$ cat src/design/lmfb_pkg.sv
`default_nettype none

package lmfb_pkg;

    // Operation codes of a request.
    localparam logic [2:0] OP_SET_PIXEL = 3'd0;
    localparam logic [2:0] OP_CLR_PIXEL = 3'd1;
    localparam logic [2:0] OP_BLIT_ROW  = 3'd2;
    localparam logic [2:0] OP_CLR_STORE = 3'd3;
    localparam logic [2:0] OP_SHOW      = 3'd4;

    typedef struct packed {
        logic [2:0] op;
        logic [5:0] x;
        logic [3:0] y;
        logic [7:0] row_bits;
        logic [3:0] glyph_width;
    } t_req;

    typedef struct packed {
        logic [3:0] row_register;
        logic [7:0] pixel_byte;
        logic       frame_end;
        logic       last;
    } t_result;

endpackage

`default_nettype wire

$ cat src/design/led_matrix_frame_buffer.sv
// In-range pixel set/clear and a blit without spill keep busy high through ST_MOD after the
// request; a spilling blit keeps it high through ST_MOD and then ST_SPILL, with
// one read-modify-write of the frame memory per touched byte.
// Show: results start the cycle after the request, one word per cycle for 8*CHAINED_DISPLAYS
// words, never stalled by the receiver; busy stays high for the run. Clear store, dropped
// writes and unused opcodes never raise busy. Synchronous active-low reset clears the store.
`default_nettype none

module led_matrix_frame_buffer #(
    parameter int CHAINED_DISPLAYS = 4
) (
    input  wire               i_clk,
    input  wire               i_rst_n,
    input  wire               start,
    input  wire lmfb_pkg::t_req i_req,
    output logic              busy,
    output logic              o_strobe,
    output lmfb_pkg::t_result o_result
);
    import lmfb_pkg::*;

    localparam int DEPTH = 8 * CHAINED_DISPLAYS;
    localparam int AW    = $clog2(DEPTH);
    localparam int BW    = (CHAINED_DISPLAYS > 1) ? $clog2(CHAINED_DISPLAYS) : 1;
    localparam logic [BW-1:0] LAST_BLK = BW'(CHAINED_DISPLAYS - 1);

    localparam logic [1:0] ST_IDLE  = 2'd0;
    localparam logic [1:0] ST_MOD   = 2'd1;
    localparam logic [1:0] ST_SPILL = 2'd2;
    localparam logic [1:0] ST_SHOW  = 2'd3;

    logic [1:0]    r_state, n_state;
    logic [7:0]    r_mem [DEPTH];
    logic [7:0]    r_rd_data;
    logic          r_rd_vld;
    logic [DEPTH-1:0] r_valid;

    logic [2:0]    r_op;
    logic [2:0]    r_pos;
    logic [7:0]    r_bits;
    logic          r_spill;
    logic [AW-1:0] r_addr;
    logic [AW-1:0] r_spill_addr;
    logic [2:0]    r_row, n_row;
    logic [BW-1:0] r_blk, n_blk;

    logic          accept;
    logic          blk_ok;
    logic          row_ok;
    logic          spill;
    logic [6:0]    addr_full;
    logic [6:0]    spill_full;
    logic [6:0]    show_full;
    logic [AW-1:0] rd_addr;
    logic          we;
    logic [AW-1:0] wr_addr;
    logic [7:0]    wr_data;
    logic [7:0]    rd;
    logic [15:0]   shifted;
    logic [7:0]    bit_mask;
    logic          show_done;

    assign accept = start && !busy;
    assign busy   = (r_state != ST_IDLE);

    assign blk_ok = ({1'b0, i_req.x[5:3]} < 4'(CHAINED_DISPLAYS));
    assign row_ok = !i_req.y[3];
    // Spill only when the glyph crosses the block edge and ends inside the display.
    assign spill  = ((5'({2'b0, i_req.x[2:0]}) + 5'(i_req.glyph_width)) > 5'd8)
                 && ((7'(i_req.x) + 7'(i_req.glyph_width)) < 7'(DEPTH))
                 && ((4'(i_req.x[5:3]) + 4'd1) < 4'(CHAINED_DISPLAYS));

    assign addr_full  = {1'b0, i_req.x[5:3], i_req.y[2:0]};
    assign spill_full = {(4'(i_req.x[5:3]) + 4'd1), i_req.y[2:0]};
    assign show_full  = {4'(n_blk), n_row};

    assign rd       = r_rd_vld ? r_rd_data : 8'h00;
    assign shifted  = {8'h00, r_bits} << r_pos;
    assign bit_mask = 8'h01 << r_pos;
    assign show_done = (r_row == 3'd7) && (r_blk == '0);

    always_comb begin
        n_state = r_state;
        n_row   = r_row;
        n_blk   = r_blk;
        rd_addr = addr_full[AW-1:0];
        we      = 1'b0;
        wr_addr = r_addr;
        wr_data = rd | shifted[7:0];
        case (r_state)
            ST_IDLE: begin
                n_row = 3'd0;
                n_blk = LAST_BLK;
                if (accept && i_req.op == OP_SHOW) begin
                    rd_addr = show_full[AW-1:0];
                    n_state = ST_SHOW;
                end else if (accept && (i_req.op inside {OP_SET_PIXEL, OP_CLR_PIXEL,
                                                         OP_BLIT_ROW})
                             && blk_ok && row_ok) begin
                    n_state = ST_MOD;
                end
            end
            ST_MOD: begin
                we = 1'b1;
                if (r_op == OP_SET_PIXEL) begin
                    wr_data = rd | bit_mask;
                end else if (r_op == OP_CLR_PIXEL) begin
                    wr_data = rd & ~bit_mask;
                end
                rd_addr = r_spill_addr;
                n_state = r_spill ? ST_SPILL : ST_IDLE;
            end
            ST_SPILL: begin
                we      = 1'b1;
                wr_addr = r_spill_addr;
                wr_data = rd | shifted[15:8];
                rd_addr = r_spill_addr;
                n_state = ST_IDLE;
            end
            ST_SHOW: begin
                if (r_blk == '0) begin
                    n_blk = LAST_BLK;
                    n_row = r_row + 3'd1;
                end else begin
                    n_blk = r_blk - BW'(1);
                end
                rd_addr = show_full[AW-1:0];
                if (show_done) begin
                    n_state = ST_IDLE;
                end
            end
            default: begin
                n_state = ST_IDLE;
            end
        endcase
    end

    always_ff @(posedge i_clk) begin
        if (we) begin
            r_mem[wr_addr] <= wr_data;
        end
        r_rd_data <= r_mem[rd_addr];
        r_rd_vld  <= r_valid[rd_addr];
    end

    always_ff @(posedge i_clk) begin
        if (!i_rst_n) begin
            r_valid <= '0;
        end else if (accept && i_req.op == OP_CLR_STORE) begin
            r_valid <= '0;
        end else if (we) begin
            r_valid[wr_addr] <= 1'b1;
        end
    end

    always_ff @(posedge i_clk) begin
        if (!i_rst_n) begin
            r_state <= ST_IDLE;
            r_row   <= 3'd0;
            r_blk   <= LAST_BLK;
        end else begin
            r_state <= n_state;
            r_row   <= n_row;
            r_blk   <= n_blk;
        end
    end

    always_ff @(posedge i_clk) begin
        if (accept) begin
            r_op         <= i_req.op;
            r_pos        <= i_req.x[2:0];
            r_bits       <= i_req.row_bits;
            r_spill      <= spill && (i_req.op == OP_BLIT_ROW);
            r_addr       <= addr_full[AW-1:0];
            r_spill_addr <= spill_full[AW-1:0];
        end
    end

    assign o_strobe              = (r_state == ST_SHOW);
    assign o_result.row_register = 4'd8 - {1'b0, r_row};
    assign o_result.pixel_byte   = rd;
    assign o_result.frame_end    = (r_blk == '0);
    assign o_result.last         = show_done;

endmodule

`default_nettype wire

$ cat config.mk
export PLATFORM = sky130hd
export DESIGN_NAME = led_matrix_frame_buffer
export DESIGN_NICKNAME = d
export VERILOG_FILES = /design/src/design/lmfb_pkg.sv /design/src/design/led_matrix_frame_buffer.sv
export SDC_FILE = /design/constraint.sdc
export NUM_CORES = 1
export LEC_CHECK = 0
export BUFFER_PORTS_ARGS = -buffer_cell sky130_fd_sc_hd__clkbuf_2
export CAP_MARGIN = 10
export CORE_MARGIN = 5
export CORE_UTILIZATION = 45
export DETAILED_ROUTE_END_ITERATION = 6
export PLACE_DENSITY = 0.66
export SLEW_MARGIN = 40
export SYNTH_ARGS = -nofsm -noshare
export SYNTH_HDL_FRONTEND = slang
export SYNTH_SLANG_ARGS = --single-unit
$ cat constraint.sdc
create_clock -name i_clk -period 5.01 [get_ports i_clk]
set_clock_uncertainty 0.2 [all_clocks]
set_input_delay 0.501 -clock i_clk [delete_from_list [all_inputs] [get_ports i_clk]]
set_output_delay 0.501 -clock i_clk [all_outputs]
set_load 0.01 [all_outputs]
==> run metrics, run 1 <==
Die Wd=187 microns; HPWL after detailed placement=23.0 mm; cell area after synthesis=14100 sq um; max-slew violations=0; Buffers & Inverters on Critical Path=2; delay contributed by the slowest stage of the critical path=0.85 ns; cell type with the largest total area after synthesis=sky130_fd_sc_hd__edfxtp_1; crit path time final=4.23 ns; overall power=0.0111 W; antenna violations before repair=0; insertion delay of the later-clocked pin in the worst-skew pair=0.51 ns; largest fanout on the critical path=43; post-CTS setup buffer count=0; total clock buffers created by CTS=35; DR WL/cell=22.1 microns; Cell Pwr Density=around 690 nW/um^2; unique cell type count in the Yosys netlist=69; part of the Yosys area used for sequential elements=0.658; mean post-synth cell area=~12 sq um; Worst R2R Setup Slack=around 0.78 ns; Crit path max-delay family=compound AO/OA/AOI/OAI gates; share of post-route cells with drive strength above 1=0.138; count of maximum capacitance violations=0; RD Place Congestion=0.921; via count of the first global-routing pass=a little over 9000; unrepaired setup endpoints after global routing=false; CTS-repair resized insts=0; antenna diode count=0; final sum of negative setup slack=0 ns; combined global-route utilization of all metal layers=0.202; share of Yosys cell area claimed by the top area cell type=0.590; ordered list of cells on the worst path=inv_1, ha_1, nand4b_1, o311a_1, a31oi_4, and2_2, buf_12, mux2i_1, a2111oi_1, a211oi_1; number of setup violations in the final report=0; root buffer cell=sky130_fd_sc_hd__clkbuf_16; CTS tree=yes; clk slew on worst S/H paths=0.06 ns; DRC violations left=0; GR Overflow Total=0; slew of the pin with the lowest slew margin=0.874 ns; final cycle utilization of the critical path=0.844; die area=35100 sq um; count of nets left with antenna violations after detail routing=0; global-route wire length before repair=55.6 mm; Hold Fails Final Rpt=0; arrival time of the worst setup path=4.38 ns; maximum number of pins on one net before global-route repair=51; placeable core region=31300 sq um; effective utilization at floorplan=0.452; number of clock sinks=326; worst-case clock buffer depth=3; Final WS setup=between 0.7 and 0.8 ns; CP Capture Type=flop; DP Worst Slack=roughly 0.85 ns; Finished Layout Cells=1643; highest attainable clock frequency=~240 MHz; vias after detailed routing=9613; cell types with the largest area share after synthesis=sky130_fd_sc_hd__edfxtp_1, sky130_fd_sc_hd__dfxtp_1, sky130_fd_sc_hd__nand2_1; Yosys warning count=0; Static Leak=approximately 5.7 nW; Die Y=187 microns; number of flip-flops and latches in the synthesized netlist=326; CP Data Required Time=5.16 ns; Syn Inst Count=~1200; count of flip-flops with a built-in enable after synthesis=278; 1st-iter DRT viols=1046; DR pass1 iterations=5; post-synth net total=1215; cell total after placement=~1600; number of buffer cells added on primary ports=43; Final Net Count=1261; predominant post-synthesis flop cell=sky130_fd_sc_hd__edfxtp_1; worst hold margin=0.0266 ns; drt total wl=roughly 36 mm; worst vdd rail ir drop=0.366 mV; master of the slowest instance on the critical path=sky130_fd_sc_hd__a2111oi_1; H-tree Lvls=2; # rows=65; outcome=completed; detailed-route vias per instance=5.85; launching element type of the critical path=flop; I/O pins=44; fraction of synthesis flops using an asynchronous set or reset pin=0; min-delay worst type=input port to flop; area added between synthesis and finish=13.8%; start-to-end type of the worst setup path=flop to flop; tightest slew margin relative to the limit=0.416
[worst paths after layout]
check / from / to / cells after the start
setup / recovery: r_state[0] / r_rd_data[3] / 10
hold / removal: i_req[14] / r_addr[2] / 1
setup reg to reg: r_state[0] / r_rd_data[3] / 10
hold reg to reg: r_valid[13] / r_valid[13] / 2
[cell usage after synthesis (4+ instances only)]
library cell / number
sky130_fd_sc_hd__nor3_1: 13
sky130_fd_sc_hd__a31oi_1: 4
sky130_fd_sc_hd__a311oi_1: 48
sky130_fd_sc_hd__o21ai_0: 35
sky130_fd_sc_hd__nor2_1: 114
sky130_fd_sc_hd__a21oi_1: 45
sky130_fd_sc_hd__mux2i_1: 41
sky130_fd_sc_hd__nand3b_1: 5
sky130_fd_sc_hd__a211oi_1: 50
sky130_fd_sc_hd__nand3_1: 44
sky130_fd_sc_hd__mux2_2: 9
sky130_fd_sc_hd__inv_1: 26
sky130_fd_sc_hd__and2_1: 4
sky130_fd_sc_hd__nand2_1: 192
sky130_fd_sc_hd__buf_1: 5
sky130_fd_sc_hd__dfxtp_1: 48
sky130_fd_sc_hd__buf_4: 8
sky130_fd_sc_hd__and3_1: 36
sky130_fd_sc_hd__o22ai_1: 7
sky130_fd_sc_hd__edfxtp_1: 278
sky130_fd_sc_hd__a2111oi_0: 10
sky130_fd_sc_hd__buf_2: 17
sky130_fd_sc_hd__ha_1: 16
sky130_fd_sc_hd__nand2b_1: 7
sky130_fd_sc_hd__clkbuf_1: 39
sky130_fd_sc_hd__nor2b_1: 9
[cell usage in the layout, fill, tap and decap left out, drive strengths merged, types with 26 or more instances in the layout]
cell      n
a21oi    45
nand2   194
a211oi   50
edfxtp  278
nand3    44
dfxtp    48
inv      27
mux2i    41
and3     36
buf      26
o21ai    39
nor2    115
clkbuf   93
a311oi   48
[per-stage QoR]
step            util  instance area (sq um)
2_1_floorplan      -                  14100
3_3_place_gp   0.471                  14800
3_5_place_dp   0.472                  14800
4_1_cts        0.513                  16100
5_1_grt        0.514                  16100
6_report       0.514                  16100
[sequential cells by signal, indices dropped and copies added (netlist names)]
| signal | flops |
|---|---|
| r_addr | 5 |
| r_bits | 8 |
| r_blk | 2 |
| r_mem | 256 |
| r_op | 3 |
| r_pos | 3 |
| r_rd_data | 8 |
| r_rd_vld | 1 |
| r_row | 3 |
| r_spill | 1 |
| r_spill_addr | 2 |
| r_state | 2 |
| r_valid | 32 |
[report_power, final]
group	internal [W]	switching, W
registers	0.00377	0.000146
clock network	0.00156	0.00102
logic	0.00131	0.00330
[cell type report]
cell class / instances / area (sq um)
clock buffer: 50 / 1010
fill: 2634 / 15200
sequential: 326 / 9310
clock inverter: 12 / 133
multi-input combinational: 742 / 4460
timing repair buffer: 82 / 566
tap: 402 / 503
inverter: 29 / 109
[cells by family (layout without fill, tap and decap cells)]
family	count (synthesis)	count (layout)	share of synthesized area
XOR/XNOR	2	2	0.00124
buffers and inverters	102	173	0.0331
adder cells (fa/ha/maj)	17	17	0.0156
flip-flops	326	326	0.658
AND/OR/NAND/NOR	441	441	0.138
multiplexers	50	50	0.0362
AO/OA/AOI/OAI	232	232	0.117
[routing by layer]
metal | routed length, microns | track usage
met1 | 15500 | 0.279
met2 | 17000 | 0.325
met3 | 2710 | 0.0431
met4 | 1120 | 0.0614
met5 | 0 | 0
[what timing repair did]
| item | in CTS | in global routing |
|---|---|---|
| hold buffers | 13 | 0 |
| endpoints found under the setup margin | 0 | 0 |
| endpoints found under the hold margin | 13 | 0 |
Note: power is estimated with default switching activity, not from simulation.
==> run 2: changes to the inputs <==
ABC_AREA = 1   (was not set)
clock period = 4.2 ns   (was 5.01 ns; I/O delays follow)
==> run metrics, run 2 <==
crit path time final=3.74 ns; largest fanout on the critical path=80; Hold Fails Final Rpt=0; tightest slew margin relative to the limit=0.414; DRC violations left=0; DR WL/cell=approximately 18 microns; part of the Yosys area used for sequential elements=0.606; H-tree Lvls=2; outcome=completed; launching element type of the critical path=flop; most common cell after layout, fill and taps aside=sky130_fd_sc_hd__nand2_1; total clock buffers created by CTS=36; DR pass1 iterations=5; count of flip-flops with a built-in enable after synthesis=between 200 and 300; summed area of non-filler cells in the final layout=17600 sq um; Die Wd=195 microns; Crit path max-delay family=simple AND/OR/NAND/NOR gates; min-delay worst type=input port to flop; start-to-end type of the worst setup path=flop to flop; number of buffer cells added on primary ports=43; effective utilization at floorplan=0.457; Die Y=195 microns; cell total after placement=about 2100; delay contributed by the slowest stage of the critical path=0.76 ns; share of Yosys cell area claimed by the top area cell type=0.543; Yosys warning count=0; fraction of synthesis flops using an asynchronous set or reset pin=0; Buffers & Inverters on Critical Path=2; Cell Pwr Density=773 nW/um^2; number of flip-flops and latches in the synthesized netlist=about 330; Most flops, register=r_mem; arrival time of the worst setup path=between 3 and 4 ns; antenna diode count=0; highest attainable clock frequency=~270 MHz; instance area at placement=16300 sq um; count of maximum capacitance violations=0; cell with the most instances after synthesis=sky130_fd_sc_hd__nand2_1; via count of the first global-routing pass=11500; GR Overflow Total=0; HPWL after detailed placement=25.0 mm; mean post-synth cell area=9.19 sq um; antenna violations before repair=0; die area=roughly 38000 sq um; 1st-iter DRT viols=1144; CP Capture Type=flop; max-slew violations=0; combined global-route utilization of all metal layers=0.207; final sum of negative setup slack=0 ns; clk slew on worst S/H paths=0.06 ns; I/O pins=44; worst-case clock buffer depth=3; Finished Layout Cells=around 2200; placeable core region=33600 sq um; final cycle utilization of the critical path=0.889; most numerous cell on the critical path=sky130_fd_sc_hd__nand2_1; ordered list of cells on the worst path=inv_1, ha_1, nand2_1, nand2_1, nand2_1, nand2_1, nand2_2, nand2_2, buf_12, nand2_1, nand3_1, nand3_1, nand3_1, nand2_1, nand2_1, nand2_1; CTS tree=yes; insertion delay of the later-clocked pin in the worst-skew pair=between 0.5 and 0.6 ns; Filler Cell Count=2959; vias after detailed routing=11700; unique cell type count in the Yosys netlist=41; # hold bufs at CTS=18; cell area after synthesis=15400 sq um; number of setup violations in the final report=0; cell type with the largest total area after synthesis=sky130_fd_sc_hd__edfxtp_1; detailed-route vias per instance=5.26; drt total wl=40.0 mm; RD Place Congestion=0.923; share of post-route cells with drive strength above 1=0.102; commonest non-fill, non-tap cells in the layout=sky130_fd_sc_hd__nand2_1, sky130_fd_sc_hd__inv_1, sky130_fd_sc_hd__nand3_1; post-synth net total=1718; Syn Inst Count=1673; master of the slowest instance on the critical path=sky130_fd_sc_hd__ha_1; biggest registers after layout=r_mem x256, r_valid x32; Final Net Count=around 1800; cell types with the largest area share after synthesis=sky130_fd_sc_hd__edfxtp_1, sky130_fd_sc_hd__nand3_1, sky130_fd_sc_hd__nand2_1; number of flip-flops in the largest register=around 260; CTS-repair resized insts=0; Static Leak=between 7 and 8 nW; worst vdd rail ir drop=0.530 mV; slew of the pin with the lowest slew margin=0.879 ns; maximum number of pins on one net before global-route repair=81; # rows=67; area added between synthesis and finish=14.7%; predominant post-synthesis flop cell=sky130_fd_sc_hd__edfxtp_1; post-CTS setup buffer count=0; CP Data Required Time=roughly 4.4 ns; number of clock sinks=roughly 330; commonest cells in the synthesized netlist=sky130_fd_sc_hd__nand2_1, sky130_fd_sc_hd__inv_1, sky130_fd_sc_hd__nand3_1; root buffer cell=sky130_fd_sc_hd__clkbuf_16; unrepaired setup endpoints after global routing=false; count of nets left with antenna violations after detail routing=0; global-route wire length before repair=approximately 63 mm
==> run 2: cell types whose count changed after synthesis, sizes merged, moves of 11 or more <==
cell,before,now
a211oi,50,1
inv,27,320
and3,36,0
nand3,44,313
mux2i,41,1
clkbuf,39,23
buf,34,51
nand2,194,369
nand3b,5,25
a311oi,48,1
a2111oi,11,0
a21oi,45,22
==> run 2: final timing paths <==
check	startpoint	to	slack, ns	depth (start not counted)
setup / recovery	r_state[0]	r_rd_data[1]	0.46	16
hold / removal	i_req[19]	r_addr[3]	0.03	1
setup reg to reg	r_state[0]	r_rd_data[1]	0.46	16
hold reg to reg	r_valid[30]	r_valid[30]	0.27	2
==> run 2: worst reg2reg max path, stage by stage, from the launching register on <==
cell and delay, ns:
sky130_fd_sc_hd__dfxtp_1 0.40, sky130_fd_sc_hd__inv_1 0.11, sky130_fd_sc_hd__ha_1 0.76, sky130_fd_sc_hd__nand2_1 0.23, sky130_fd_sc_hd__nand2_1 0.15, sky130_fd_sc_hd__nand2_1 0.09
sky130_fd_sc_hd__nand2_1 0.08, sky130_fd_sc_hd__nand2_2 0.24, sky130_fd_sc_hd__nand2_2 0.17, sky130_fd_sc_hd__buf_12 0.30, sky130_fd_sc_hd__nand2_1 0.21, sky130_fd_sc_hd__nand3_1 0.09
sky130_fd_sc_hd__nand3_1 0.13, sky130_fd_sc_hd__nand3_1 0.15, sky130_fd_sc_hd__nand2_1 0.10, sky130_fd_sc_hd__nand2_1 0.15, sky130_fd_sc_hd__nand2_1 0.06
==> run 2: area by class of cell <==
class,count,area (sq um),share of cell area
Multi-Input combinational cell,952,4600,0.261
Clock inverter,20,203,0.0115
Sequential cell,326,9310,0.528
Tap cell,448,561,0.0318
Timing Repair Buffer,103,786,0.0446
Clock buffer,45,966,0.0548
Inverter,321,1200,0.0684
==> run 2: kinds of logic after synthesis <==
kind of cell / Yosys count / share of synthesized area
and+or+nand+nor: 843 / 0.243
buffers and inverters: 395 / 0.102
DFF: 326 / 0.606
AOI/OAI and AO/OA: 88 / 0.0330
adders and majority gates: 17 / 0.0143
xor gates and xnor gates: 3 / 0.00171
muxes: 1 / 0.000651
==> run 2: stage by stage <==
step	total power, W	utilization	worst slack, ns	hold WS (ns)
global route	0.0144	0.524	0.209	0.0184
detailed placement	0.0105	0.484	0.505	0.261
CTS	0.0137	0.524	0.482	0.0104
global placement	0.0104	0.483	0.581	0.251
floorplan	0.00829	-	0.980	0.231
finish	0.0136	0.524	0.464	0.0260
==> run 2: report_power, final <==
part / internal (W) / leakage (nW) / switching, W / total [W]
clock: 0.00188 / 0.574 / 0.00126 / 0.00314
combinational: 0.00157 / 4.09 / 0.00433 / 0.00589
sequential: 0.00447 / 2.93 / 0.000120 / 0.00459
==> run 2: layer usage <==
| metal | wire length [microns] | part of all wire | global-route usage |
|---|---|---|---|
| met1 | 17100 | 0.43 | 0.281 |
| met2 | 18200 | 0.45 | 0.331 |
| met3 | 3080 | 0.077 | 0.0365 |
| met4 | 1670 | 0.042 | 0.0856 |
| met5 | 0 | 0 | 0 |
